==> config.mk <==
export PLATFORM = sky130hd
export DESIGN_NAME = encoder_index_drift_corrector
export DESIGN_NICKNAME = d
export VERILOG_FILES = /design/src/rtl/eidc_pkg.sv /design/src/rtl/eidc_divider.sv /design/src/rtl/encoder_index_drift_corrector.sv
export VERILOG_INCLUDE_DIRS = /design/src /design/src/rtl
export SDC_FILE = /design/constraint.sdc
export NUM_CORES = 2
export LEC_CHECK = 0
export BUFFER_PORTS_ARGS = -buffer_cell sky130_fd_sc_hd__buf_2
export CORE_MARGIN = 2
export CORE_UTILIZATION = 25
export DETAILED_ROUTE_END_ITERATION = 6
export PLACE_DENSITY_LB_ADDON = 0.08
export SYNTH_ARGS = -nofsm -noshare
export SYNTH_HDL_FRONTEND = slang
export SYNTH_HIERARCHICAL = 1
export SYNTH_SLANG_ARGS = --single-unit
export TNS_END_PERCENT = 30
==> constraint.sdc <==
create_clock -name clk -period 12.8 [get_ports clk]
set_input_delay 2.56 -clock clk [delete_from_list [all_inputs] [get_ports clk]]
set_output_delay 2.56 -clock clk [all_outputs]
set_load 0.05 [all_outputs]
==> src/rtl/encoder_index_drift_corrector_macros.svh <==
// Assertion macros shared by the drift corrector RTL
`ifndef ENCODER_INDEX_DRIFT_CORRECTOR_MACROS_SVH
`define ENCODER_INDEX_DRIFT_CORRECTOR_MACROS_SVH

// Property must hold in every cycle out of reset
`define EIDC_ASSERT_ALWAYS(label, expr, msg) \
    label: assert property (@(posedge clk) disable iff (!rst_n) (expr)) else $error(msg);

// Consequent must hold in the cycle after the antecedent
`define EIDC_ASSERT_NEXT(label, ante, cons, msg) \
    label: assert property (@(posedge clk) disable iff (!rst_n) (ante) |=> (cons)) \
        else $error(msg);

`endif

==> src/rtl/eidc_pkg.sv <==
// Types and constants of the encoder index drift corrector
`default_nettype none

package eidc_pkg;

    localparam int IN_W       = 32;
    localparam int OUT_W      = 136;
    localparam int CPR_W      = 21;
    localparam int REM_W      = 21;
    localparam int DVD_W      = 32;
    localparam int STEP_W     = 6;
    localparam int ANG_W      = 16;

    localparam logic [STEP_W-1:0] MOD_STEPS   = 6'd32;
    localparam logic [STEP_W-1:0] ANGLE_STEPS = 6'd16;

    localparam logic [3:0] POLE_DIVISOR = 4'd12;

    localparam logic [20:0] CPR_RESET  = 21'd8000;
    localparam logic [6:0]  PP_RESET   = 7'd8;
    localparam logic [9:0]  JMIN_RESET = 10'd10;
    localparam logic [9:0]  TOL_RESET  = 10'd40;
    localparam logic [3:0]  REVS_RESET = 4'd5;

    typedef enum logic [2:0] {
        REG_COUNTS_PER_REV     = 3'd0,
        REG_POLE_PAIRS         = 3'd1,
        REG_INDEX_JUMP_MIN     = 3'd2,
        REG_REV_TOLERANCE      = 3'd3,
        REG_MISSING_INDEX_REVS = 3'd4,
        REG_TEST_OFFSET        = 3'd5
    } cfg_idx_t;

    typedef enum logic [7:0] {
        S_IDLE = 8'b0000_0001,
        S_ACC  = 8'b0000_0010,
        S_MAXQ = 8'b0000_0100,
        S_MAXA = 8'b0000_1000,
        S_MOD  = 8'b0001_0000,
        S_FBA  = 8'b0010_0000,
        S_UPD  = 8'b0100_0000,
        S_OUT  = 8'b1000_0000
    } state_t;

    typedef struct packed {
        logic              start;
        logic [STEP_W-1:0] steps;
    } div_req_t;

    typedef struct packed {
        logic done;
        logic busy;
    } div_rsp_t;

endpackage

`default_nettype wire

==> src/rtl/eidc_divider.sv <==
// Shared restoring divider, one quotient bit per cycle
`default_nettype none

module eidc_divider
(
    input  wire logic                       clk,
    input  wire logic                       rst_n,
    input  wire eidc_pkg::div_req_t         req,
    input  wire logic [eidc_pkg::DVD_W-1:0] dividend,
    input  wire logic [eidc_pkg::REM_W-1:0] rem_init,
    input  wire logic [eidc_pkg::REM_W-1:0] divisor,
    output eidc_pkg::div_rsp_t              rsp,
    output logic [eidc_pkg::DVD_W-1:0]      quot,
    output logic [eidc_pkg::REM_W-1:0]      rem
);

    logic [eidc_pkg::DVD_W-1:0]  dvd_reg;
    logic [eidc_pkg::DVD_W-1:0]  quot_reg;
    logic [eidc_pkg::REM_W-1:0]  rem_reg;
    logic [eidc_pkg::REM_W-1:0]  dsr_reg;
    logic [eidc_pkg::STEP_W-1:0] cnt_reg;
    logic                        busy_reg;
    logic                        done_reg;

    logic [eidc_pkg::REM_W:0]    trial;
    logic [eidc_pkg::REM_W:0]    diff;
    logic                        ge;
    logic [eidc_pkg::REM_W-1:0]  rem_next;

    // bring down the next dividend bit and subtract where it fits
    assign trial    = {rem_reg, dvd_reg[eidc_pkg::DVD_W-1]};
    assign ge       = trial >= {1'b0, dsr_reg};
    assign diff     = trial - {1'b0, dsr_reg};
    assign rem_next = ge ? diff[eidc_pkg::REM_W-1:0] : trial[eidc_pkg::REM_W-1:0];

    always_ff @(posedge clk or negedge rst_n)
    begin
        if (!rst_n)
        begin
            busy_reg <= 1'b0;
            done_reg <= 1'b0;
            cnt_reg  <= '0;
        end
        else
        begin
            done_reg <= 1'b0;
            if (req.start)
            begin
                busy_reg <= 1'b1;
                cnt_reg  <= req.steps;
            end
            else if (busy_reg)
            begin
                cnt_reg <= cnt_reg - 1'b1;
                if (cnt_reg == 1)
                begin
                    busy_reg <= 1'b0;
                    done_reg <= 1'b1;
                end
            end
        end
    end

    always_ff @(posedge clk)
    begin
        if (req.start)
        begin
            dvd_reg  <= dividend;
            rem_reg  <= rem_init;
            dsr_reg  <= divisor;
            quot_reg <= '0;
        end
        else if (busy_reg)
        begin
            dvd_reg  <= {dvd_reg[eidc_pkg::DVD_W-2:0], 1'b0};
            rem_reg  <= rem_next;
            quot_reg <= {quot_reg[eidc_pkg::DVD_W-2:0], ge};
        end
    end

    assign rsp.done = done_reg;
    assign rsp.busy = busy_reg;
    assign quot     = quot_reg;
    assign rem      = rem_reg;

endmodule

`default_nettype wire

==> src/rtl/encoder_index_drift_corrector.sv <==
// Top level of the encoder index drift corrector
`default_nettype none

// Extends raw 16-bit quadrature and index-capture samples to 32-bit counts,
// adds the test offset and the drift correction, maps the index latch to a
// 16-bit angle and nudges the correction by one count towards the angle fixed
// by the first real index. Each input transaction yields one output
// transaction. An item takes four passes of a single shared bit-serial
// divider (32 + 16 + 32 + 16 steps for the mismatch threshold, its angle,
// the latch modulo counts_per_rev and the latch angle) plus the sequencer
// states. The input side is ready only while the sequencer is idle;
// a finished result waits in the output register, so the next input may be
// taken before it is collected. Configuration writes are taken at any time
// but must only be made while the block is idle.

module encoder_index_drift_corrector
#(
    parameter int HISTORY_DEPTH = 5
)
(
    input  wire logic                          clk,
    input  wire logic                          rst_n,
    input  wire logic                          s_tvalid,
    output logic                               s_tready,
    // quad_counter_raw[15:0], index_capture_raw[31:16]
    input  wire logic [eidc_pkg::IN_W-1:0]     s_tdata,
    output logic                               m_tvalid,
    input  wire logic                          m_tready,
    // position_count[31:0], corrected_count[63:32], target_angle[79:64],
    // latched_angle[95:80], drift_correction[127:96], index_locked[128],
    // mismatch_alarm[129], missing_index_alarm[130], zero[135:131]
    output logic [eidc_pkg::OUT_W-1:0]         m_tdata,
    input  wire logic                          cfg_we,
    input  wire logic [2:0]                    cfg_index,
    input  wire logic [31:0]                   cfg_data
);

    `include "encoder_index_drift_corrector_macros.svh"

    // configuration
    logic [20:0] cpr_reg;
    logic [6:0]  pp_reg;
    logic [9:0]  jmin_reg;
    logic [9:0]  tol_reg;
    logic [3:0]  revs_reg;
    logic [31:0] offs_reg;

    // tracking state
    eidc_pkg::state_t state_reg, state_next;
    logic [15:0] q_raw_reg, i_raw_reg, last_q_reg, last_i_reg;
    logic [31:0] quad_acc_reg, idx_acc_reg, corr_reg, cal_reg, pl_reg;
    logic [31:0] count_reg, latch_reg, jump_reg;
    logic        locked_reg, mism_reg, missing_reg;
    logic [15:0] ref_reg, latched_reg, maxerr_reg, fb_reg;
    logic [15:0] hist_reg [HISTORY_DEPTH];

    // output register
    logic                        m_tvalid_reg;
    logic [eidc_pkg::OUT_W-1:0]  m_tdata_reg;

    // divider
    eidc_pkg::div_req_t           div_req;
    eidc_pkg::div_rsp_t           div_rsp;
    logic [eidc_pkg::DVD_W-1:0]   div_dvd, div_quot;
    logic [eidc_pkg::REM_W-1:0]   div_init, div_dsr, div_rem;

    logic [20:0] cpr_eff;
    logic [6:0]  pp_eff;
    logic [10:0] pdiv;

    logic [15:0] dq, di;
    logic [31:0] qacc_new, iacc_new, count_new, latch_new, cal_eff, pl_eff;
    logic [31:0] lj, jump_new, latch_abs;
    logic [20:0] r_fix, r_neg;

    logic        real_index;
    logic [15:0] err16;
    logic [32:0] dev, dev_abs;
    logic        nudge;
    logic [15:0] hist_new [HISTORY_DEPTH];
    logic        all_bad;
    logic [31:0] cdiff, gap;
    logic [24:0] gap_limit;
    logic        out_load;
    logic        in_accept;

    function automatic logic [16:0] ang_dist(input logic [15:0] a, input logic [15:0] r);
        logic [15:0] d;
        d = a - r;
        ang_dist = d[15] ? (17'h10000 - {1'b0, d}) : {1'b0, d};
    endfunction

    function automatic logic [31:0] mag32(input logic [31:0] v);
        mag32 = v[31] ? (32'd0 - v) : v;
    endfunction

    assign cpr_eff = (cpr_reg == '0) ? 21'd1 : cpr_reg;
    assign pp_eff  = (pp_reg == '0) ? 7'd1 : pp_reg;
    assign pdiv    = pp_eff * eidc_pkg::POLE_DIVISOR;

    // extend the raw counters by their signed 16-bit steps
    assign dq        = q_raw_reg - last_q_reg;
    assign di        = i_raw_reg - last_i_reg;
    assign qacc_new  = quad_acc_reg + {{16{dq[15]}}, dq};
    assign iacc_new  = idx_acc_reg + {{16{di[15]}}, di};
    assign count_new = qacc_new + offs_reg + corr_reg;
    assign latch_new = iacc_new + offs_reg + corr_reg;
    assign cal_eff   = (cal_reg == '0) ? count_new : cal_reg;
    assign pl_eff    = (pl_reg == '0) ? latch_new : pl_reg;
    assign lj        = latch_new - pl_eff;
    assign jump_new  = mag32(lj);

    // non-negative remainder of a negative latch
    assign latch_abs = mag32(latch_reg);
    assign r_neg     = cpr_eff - div_rem;
    assign r_fix     = (latch_reg[31] && div_rem != '0) ? r_neg : div_rem;

    // sequencer: hand each division to the shared unit in turn
    always_comb
    begin
        state_next    = state_reg;
        div_req.start = 1'b0;
        div_req.steps = eidc_pkg::MOD_STEPS;
        div_dvd       = '0;
        div_init      = '0;
        div_dsr       = cpr_eff;
        unique case (state_reg)
            eidc_pkg::S_IDLE:
            begin
                if (s_tvalid)
                begin
                    state_next = eidc_pkg::S_ACC;
                end
            end
            eidc_pkg::S_ACC:
            begin
                state_next    = eidc_pkg::S_MAXQ;
                div_req.start = 1'b1;
                div_dvd       = {11'd0, cpr_eff};
                div_dsr       = {10'd0, pdiv};
            end
            eidc_pkg::S_MAXQ:
            begin
                if (div_rsp.done)
                begin
                    state_next    = eidc_pkg::S_MAXA;
                    div_req.start = 1'b1;
                    div_req.steps = eidc_pkg::ANGLE_STEPS;
                    div_init      = div_quot[eidc_pkg::REM_W-1:0];
                end
            end
            eidc_pkg::S_MAXA:
            begin
                if (div_rsp.done)
                begin
                    state_next    = eidc_pkg::S_MOD;
                    div_req.start = 1'b1;
                    div_dvd       = latch_abs;
                end
            end
            eidc_pkg::S_MOD:
            begin
                if (div_rsp.done)
                begin
                    state_next    = eidc_pkg::S_FBA;
                    div_req.start = 1'b1;
                    div_req.steps = eidc_pkg::ANGLE_STEPS;
                    div_init      = r_fix;
                end
            end
            eidc_pkg::S_FBA:
            begin
                if (div_rsp.done)
                begin
                    state_next = eidc_pkg::S_UPD;
                end
            end
            eidc_pkg::S_UPD:
            begin
                state_next = eidc_pkg::S_OUT;
            end
            eidc_pkg::S_OUT:
            begin
                if (out_load)
                begin
                    state_next = eidc_pkg::S_IDLE;
                end
            end
            default:
            begin
                state_next = eidc_pkg::S_IDLE;
            end
        endcase
    end

    eidc_divider u_div
    (
        .clk      (clk),
        .rst_n    (rst_n),
        .req      (div_req),
        .dividend (div_dvd),
        .rem_init (div_init),
        .divisor  (div_dsr),
        .rsp      (div_rsp),
        .quot     (div_quot),
        .rem      (div_rem)
    );

    // update decisions
    assign real_index = jump_reg > {22'd0, jmin_reg};
    assign err16      = fb_reg - ref_reg;
    assign dev        = {1'b0, jump_reg} - {12'd0, cpr_eff};
    assign dev_abs    = dev[32] ? (33'd0 - dev) : dev;
    assign nudge      = (err16 != '0) && (dev_abs <= {23'd0, tol_reg});

    always_comb
    begin
        hist_new[0] = fb_reg;
        for (int i = 1; i < HISTORY_DEPTH; i++)
        begin
            hist_new[i] = hist_reg[i-1];
        end
        all_bad = 1'b1;
        for (int i = 0; i < HISTORY_DEPTH; i++)
        begin
            if (!(ang_dist(hist_new[i], ref_reg) > {1'b0, maxerr_reg}))
            begin
                all_bad = 1'b0;
            end
        end
    end

    // a real index resets the reference count, so the gap is then zero
    assign cdiff     = count_reg - cal_reg;
    assign gap       = real_index ? 32'd0 : mag32(cdiff);
    assign gap_limit = cpr_eff * revs_reg;

    assign in_accept = s_tvalid && s_tready;
    assign out_load  = (state_reg == eidc_pkg::S_OUT) && (!m_tvalid_reg || m_tready);

    // configuration writes
    always_ff @(posedge clk or negedge rst_n)
    begin
        if (!rst_n)
        begin
            cpr_reg  <= eidc_pkg::CPR_RESET;
            pp_reg   <= eidc_pkg::PP_RESET;
            jmin_reg <= eidc_pkg::JMIN_RESET;
            tol_reg  <= eidc_pkg::TOL_RESET;
            revs_reg <= eidc_pkg::REVS_RESET;
            offs_reg <= '0;
        end
        else if (cfg_we)
        begin
            unique case (cfg_index)
                eidc_pkg::REG_COUNTS_PER_REV:     cpr_reg  <= cfg_data[20:0];
                eidc_pkg::REG_POLE_PAIRS:         pp_reg   <= cfg_data[6:0];
                eidc_pkg::REG_INDEX_JUMP_MIN:     jmin_reg <= cfg_data[9:0];
                eidc_pkg::REG_REV_TOLERANCE:      tol_reg  <= cfg_data[9:0];
                eidc_pkg::REG_MISSING_INDEX_REVS: revs_reg <= cfg_data[3:0];
                eidc_pkg::REG_TEST_OFFSET:        offs_reg <= cfg_data;
                default:
                begin
                end
            endcase
        end
    end

    // tracking state
    always_ff @(posedge clk or negedge rst_n)
    begin
        if (!rst_n)
        begin
            state_reg    <= eidc_pkg::S_IDLE;
            last_q_reg   <= '0;
            last_i_reg   <= '0;
            quad_acc_reg <= '0;
            idx_acc_reg  <= '0;
            corr_reg     <= '0;
            cal_reg      <= '0;
            pl_reg       <= '0;
            locked_reg   <= 1'b0;
            ref_reg      <= '0;
            latched_reg  <= '0;
            mism_reg     <= 1'b0;
            missing_reg  <= 1'b0;
            for (int i = 0; i < HISTORY_DEPTH; i++)
            begin
                hist_reg[i] <= '0;
            end
        end
        else
        begin
            state_reg <= state_next;
            if (state_reg == eidc_pkg::S_ACC)
            begin
                last_q_reg   <= q_raw_reg;
                last_i_reg   <= i_raw_reg;
                quad_acc_reg <= qacc_new;
                idx_acc_reg  <= iacc_new;
                cal_reg      <= cal_eff;
                pl_reg       <= pl_eff;
            end
            if (state_reg == eidc_pkg::S_UPD)
            begin
                missing_reg <= gap > {7'd0, gap_limit};
                if (!locked_reg)
                begin
                    if (real_index)
                    begin
                        ref_reg    <= fb_reg;
                        cal_reg    <= count_reg;
                        pl_reg     <= latch_reg;
                        locked_reg <= 1'b1;
                    end
                    else
                    begin
                        ref_reg <= '0;
                    end
                end
                else if (real_index)
                begin
                    // step one count against the sign of the angle error
                    if (nudge)
                    begin
                        corr_reg <= err16[15] ? (corr_reg + 32'd1) : (corr_reg - 32'd1);
                    end
                    latched_reg <= fb_reg;
                    for (int i = 0; i < HISTORY_DEPTH; i++)
                    begin
                        hist_reg[i] <= hist_new[i];
                    end
                    mism_reg <= all_bad;
                    cal_reg  <= count_reg;
                    pl_reg   <= latch_reg;
                end
            end
        end
    end

    // per-item working registers
    always_ff @(posedge clk)
    begin
        if (in_accept)
        begin
            q_raw_reg <= s_tdata[15:0];
            i_raw_reg <= s_tdata[31:16];
        end
        if (state_reg == eidc_pkg::S_ACC)
        begin
            count_reg <= count_new;
            latch_reg <= latch_new;
            jump_reg  <= jump_new;
        end
        if (state_reg == eidc_pkg::S_MAXA && div_rsp.done)
        begin
            maxerr_reg <= div_quot[15:0];
        end
        if (state_reg == eidc_pkg::S_FBA && div_rsp.done)
        begin
            fb_reg <= div_quot[15:0];
        end
    end

    // output register: hold the result until it is taken
    always_ff @(posedge clk or negedge rst_n)
    begin
        if (!rst_n)
        begin
            m_tvalid_reg <= 1'b0;
        end
        else if (out_load)
        begin
            m_tvalid_reg <= 1'b1;
        end
        else if (m_tready)
        begin
            m_tvalid_reg <= 1'b0;
        end
    end

    always_ff @(posedge clk)
    begin
        if (out_load)
        begin
            m_tdata_reg <= {5'd0, missing_reg, mism_reg, locked_reg, corr_reg,
                            latched_reg, ref_reg, count_reg, quad_acc_reg};
        end
    end

    assign s_tready = (state_reg == eidc_pkg::S_IDLE);
    assign m_tvalid = m_tvalid_reg;
    assign m_tdata  = m_tdata_reg;

    `EIDC_ASSERT_ALWAYS(a_div_free, !div_req.start || !div_rsp.busy,
        "divider started while busy")
    `EIDC_ASSERT_NEXT(a_lock_holds, locked_reg, locked_reg,
        "index lock dropped")
    `EIDC_ASSERT_NEXT(a_accept_leaves_idle, in_accept, state_reg == eidc_pkg::S_ACC,
        "accepted transaction not started")
    `EIDC_ASSERT_NEXT(a_load_shows, out_load, m_tvalid,
        "loaded result not presented")

endmodule

`default_nettype wire

==> Word-level counts from Yosys, hierarchy flattened <==
Cells that the tools add are included.
{ "op_classes": {"mux": 62, "eq_ne": 21, "mul": 2, "n_reduce_logical": 29, "bitwise_logic": 1, "addsub": 30, "magnitude_cmp": 9} }
{ "op_table": {"columns": ["cell", "count"], "rows": [
  ["two-way mux 32 bit", 15],
  ["adder 32 bit", 6],
  ["two-way mux 21 bit", 7],
  ["subtractor 16 bit", 7],
  ["subtractor 1 x 32 -> 32 bit (first input constant)", 3],
  ["greater-than comparator 17 x 16 -> 1 bit", 5],
  ["two-way mux 17 bit", 5],
  ["subtractor 17 x 16 -> 17 bit (first input constant)", 5],
  ["logical NOT 32 bit", 2],
  ["case mux 32 bit (2 select lines)", 1],
  ["case mux 8 bit (8 select lines)", 1],
  ["subtractor 32 bit", 2],
  ["two-way mux 8 bit", 6],
  ["case mux 21 bit (2 select lines)", 1],
  ["subtractor 21 bit", 2],
  ["<= comparator 33 x 10 -> 1 bit", 1],
  ["two-way mux 33 bit", 1],
  ["subtractor 1 x 33 -> 33 bit (first input constant)", 1],
  ["subtractor 32 x 21 -> 33 bit", 1],
  ["adder 32 x 1 -> 32 bit (second input constant)", 1],
  ["greater-than comparator 32 x 10 -> 1 bit", 1],
  ["greater-than comparator 32 x 25 -> 1 bit", 1],
  ["subtractor 32 x 1 -> 32 bit (second input constant)", 1],
  ["two-way mux 31 bit", 1],
  ["40 further kinds", 77]
]} }
{ "word_totals": {"elab_cells": 194, "regBits": 762, "in_bits": 72, "output_inout_bits": 138} }

==> Depth between registers and ports, before layout <==
{ "logic_depth": {"word_depth": 9, "mapped_depth": 51, "depth_no_buf": 49} }

==> Cells and area by module <==
Netlist, hierarchy kept.
{ "by_module_without_submodules": {"columns": ["mod", "seq_area_each_um2", "instances", "cells_per_inst", "area_each_um2"], "rows": [
  ["encoder_index_drift_corrector", 17964.7, 1, 5900, 52585.4],
  ["eidc_divider", 3062.9, 1, 514, 5840.6]
]} }

==> Least setup slack after synthesis <==
No wires, ideal clock.
{ "synth_path": {"kind": "input to register", "startpoint": "in m_tready", "endpoint": "reg m_tdata_reg (netlist bit m_tdata[0]) (enable)", "setup_time_ps": 665, "arrival_time_ps": 8917, "path_buffers": 0, "required_time_ps": 12135, "slack_ps": 3218, "path_stages": 2, "path_cell_list": "inv_1 -> a21oi_1"} }
{ "synth_via": {"elab_chain_len": 2} }
{ "synth_rtl": {"columns": ["item", "line_no", "rtl"], "rows": [
  ["start: declaration", "encoder_index_drift_corrector.sv:28", "input wire logic m_tready,"],
  ["logical OR 1 bit", "encoder_index_drift_corrector.sv:239", "assign out_load = (state_reg == eidc_pkg::S_OUT) && (!m_tvalid_reg || m_tready);"],
  ["logical AND 1 bit", "encoder_index_drift_corrector.sv:239", null],
  ["net out_load", "encoder_index_drift_corrector.sv:84", "logic out_load;"],
  ["end signal: assignment", "encoder_index_drift_corrector.sv:386", "m_tdata_reg <= {5'd0, missing_reg, mism_reg, locked_reg, corr_reg,"],
  ["end: declaration", "encoder_index_drift_corrector.sv:59", "logic [eidc_pkg::OUT_W-1:0] m_tdata_reg;"]
]} }
The timed path passes the listed nets, and every way through them passes these cells.
A chain may end at the register's enable or synchronous reset.

==> Worst setup path in the final report <==
{ "layout_path": {"startpoint": "reg i_raw_reg[0]", "endpoint": "reg jump_reg[9], data pin"} }
{ "layout_via": {"word_cells_on_any_way": 8, "classes_between": "add/sub (6); mux (2)"} }
{ "layout_lines": {"columns": ["item", "line_no", "rtl"], "rows": [
  ["start: declaration", "encoder_index_drift_corrector.sv:50", "logic [15:0] q_raw_reg, i_raw_reg, last_q_reg, last_i_reg;"],
  ["start signal: assignment", "encoder_index_drift_corrector.sv:347", "i_raw_reg <= s_tdata[31:16];"],
  ["subtractor 16 bit *", "encoder_index_drift_corrector.sv:103", "assign di = i_raw_reg - last_i_reg;"],
  ["adder 32 bit *", "encoder_index_drift_corrector.sv:105", "assign iacc_new = idx_acc_reg + {{16{di[15]}}, di};"],
  ["net iacc_new[14]", "encoder_index_drift_corrector.sv:72", "logic [31:0] qacc_new, iacc_new, count_new, latch_new, cal_eff, pl_eff;"],
  ["adder 32 bit * (2 in series)", "encoder_index_drift_corrector.sv:107", "assign latch_new = iacc_new + offs_reg + corr_reg;"],
  ["net latch_new[15]", "encoder_index_drift_corrector.sv:72", null],
  ["two-way mux 32 bit", "encoder_index_drift_corrector.sv:109", "assign pl_eff = (pl_reg == '0) ? latch_new : pl_reg;"],
  ["subtractor 32 bit *", "encoder_index_drift_corrector.sv:110", "assign lj = latch_new - pl_eff;"],
  ["two-way mux 31 bit *", "encoder_index_drift_corrector.sv:94", "mag32 = v[31] ? (32'd0 - v) : v;"],
  ["net jump_new[9]", "encoder_index_drift_corrector.sv:73", "logic [31:0] lj, jump_new, latch_abs;"],
  ["end signal: assignment", "encoder_index_drift_corrector.sv:353", "jump_reg <= jump_new;"],
  ["end: declaration", "encoder_index_drift_corrector.sv:52", "logic [31:0] count_reg, latch_reg, jump_reg;"]
]} }
Mark *: on every way through the listed nets, which the timed path passes. The rest lies on a longest branch.

==> results.sh <==
export IMPL_critPathMaxStageDelay_ns=0.47
export IMPL_worst_pin_slew_ns=1.15
export IMPL_place_congestion=0.838
export IMPL_root_buffer="clkbuf_16"
export IMPL_yosysWarnings=6
export IMPL_synth_area_per_cell_um2=9.10
export IMPL_dieWidth_um=486
export IMPL_cts_tree="built"
export IMPL_finalSetupViolations=0
export IMPL_place_ws_ns=2.74
export IMPL_cts_buffer_depth=3
export IMPL_synth_area_um2=58000
export IMPL_detailedPlacementHpwl_um=159000
export IMPL_start_util=0.252
export IMPL_detail_route_antenna_nets=0
export IMPL_cts_hold_buf=0
export IMPL_max_freq_mhz=99.8
export IMPL_drc_errors=0
export IMPL_cp_data_required_time_ns=13.31
export IMPL_timing_final_ws_setup_ns=2.78
export IMPL_timing_setup_tns_ns=0
export IMPL_crit_type="reg2reg"
export IMPL_maxCapViolations=0
export IMPL_dpl_cell_area_um2=62600
export IMPL_largest_register_ffs=131
export IMPL_vias=45895
export IMPL_final_nets=7271
export IMPL_antenna_found_initial=22
export IMPL_drtIter0Drc=2431
export IMPL_grt_pass1_vias=46334
export IMPL_coreArea_um2=230000
export IMPL_cp_end_kind="flop"
export IMPL_areaGrowthSynthToFinish_pct=13.6
export IMPL_grt_total_usage=0.169
export IMPL_crit_fanout=31
export IMPL_wl_um=202000
export IMPL_worst_hold_slack_ns=0.440
export IMPL_postCtsSetupBuffers=0
export IMPL_grt_pass1_wl_um=301000
export IMPL_maxSlewViolCount=0
export IMPL_clk_latency_ns=0.77
export IMPL_cts_sinks=762
export IMPL_multiInputGateArea_um2=34400
export IMPL_timing_critical_path_mode_cell="o21ai_0"
export IMPL_cts_resized=0
export IMPL_synthCells=6379
export IMPL_drive_above_1_share=0.0982
export IMPL_max_slew_margin=0.230
export IMPL_numCtsBuffers=99
export IMPL_cp_start_kind="flop"
export IMPL_io_buffers=204
export IMPL_rows=176
export IMPL_dr_pass1_iters=5
export IMPL_cts_max_level=3
export IMPL_crit_slowest_cell="fa_1"
export IMPL_grt_ovfl_total=0
export IMPL_rsz0062_at_grt="false"
export IMPL_clk_pin_slew_ns=0.06
export IMPL_hold_viol_final=0
export IMPL_fill_cells=24411
export IMPL_seq_area_um2=20800
export IMPL_dieHeight_um=486
export IMPL_grt_max_degree=122
export IMPL_routedWlPerCell_um=21.0
export IMPL_cp_arrival_ns=10.53
export IMPL_status="finished, final reports clean"
export IMPL_fin_skew_ns=0.0425
export IMPL_viasPerCell=4.75
export IMPL_fin_area_um2=65900
export IMPL_period_minus_slack_ns=10.02
export IMPL_dieArea_um2=236000
export IMPL_min_period_over_period=0.783
export IMPL_io_pins=210
export IMPL_min_path_type="reg2reg"
cell usage in the layout (no fill, tap or decap), types with 92 or more instances in the layout:
master and count:
inv_1 563, mux2_2 99, nor3_1 107, buf_2 203
nand2_1 794, a21o_1 108, a21oi_1 412, clkbuf_16 103
o21a_1 92, ha_1 542, xnor2_1 285, nand3_1 115
edfxtp_1 365, dfrtp_1 362, fa_1 117, xor2_1 204
nor2_1 426, o21ai_0 439
layout make-up:
type / instances / share of cell area
Multi-Input combinational cell: 4852 / 0.522
Sequential cell: 762 / 0.316
Tap cell: 3026 / 0.0574
Clock buffer: 135 / 0.0427
Inverter: 569 / 0.0325
Timing Repair Buffer: 256 / 0.0221
Clock inverter: 53 / 0.00776
Antenna cell: 7 / 0.000266
per-stage QoR:
step,std cells,util
finish,9660,0.286
global route,9656,0.286
CTS,9653,0.286
detailed placement,9465,0.272
global placement,9465,0.272
floorplan,6387,-
worst max-delay path, delay by kind of cell (launching register included):
| kind | cells | cell delay (ns) |
|---|---|---|
| xor gates and xnor gates | 5 | 1.00 |
| adders and majority gates | 6 | 2.15 |
| AOI/OAI and AO/OA | 23 | 4.60 |
| and+or+nand+nor | 9 | 1.09 |
| DFF | 1 | 0.33 |
| buffers and inverters | 3 | 0.54 |
routing by layer:
layer / part of all wire / up-vias / GRT usage
met5: 0 / - / 0
met4: 0.027 / 0 / 0.0475
met3: 0.032 / 195 / 0.0185
met2: 0.48 / 676 / 0.290
met1: 0.46 / 22237 / 0.223
li1: - / 22787 / -
path summary, 6_finish.rpt:
path	startpoint	end	slack, ns	cells after the start
worst min-delay path	ref_reg[9]	m_tdata[73]	0.44	0
worst max-delay path	i_raw_reg[0]	jump_reg[9]	2.78	46
worst min register to register	ref_reg[9]	m_tdata[73]	0.44	0
max in group asynchronous	rst_n	hist_new[28]	9.13	3
worst max register to register	i_raw_reg[0]	jump_reg[9]	2.78	46
min in group asynchronous	rst_n	offs_reg[6]	1.76	1
Power is not shown: default switching activity piles up to over one toggle a cycle in this logic, so the estimate is an artifact.
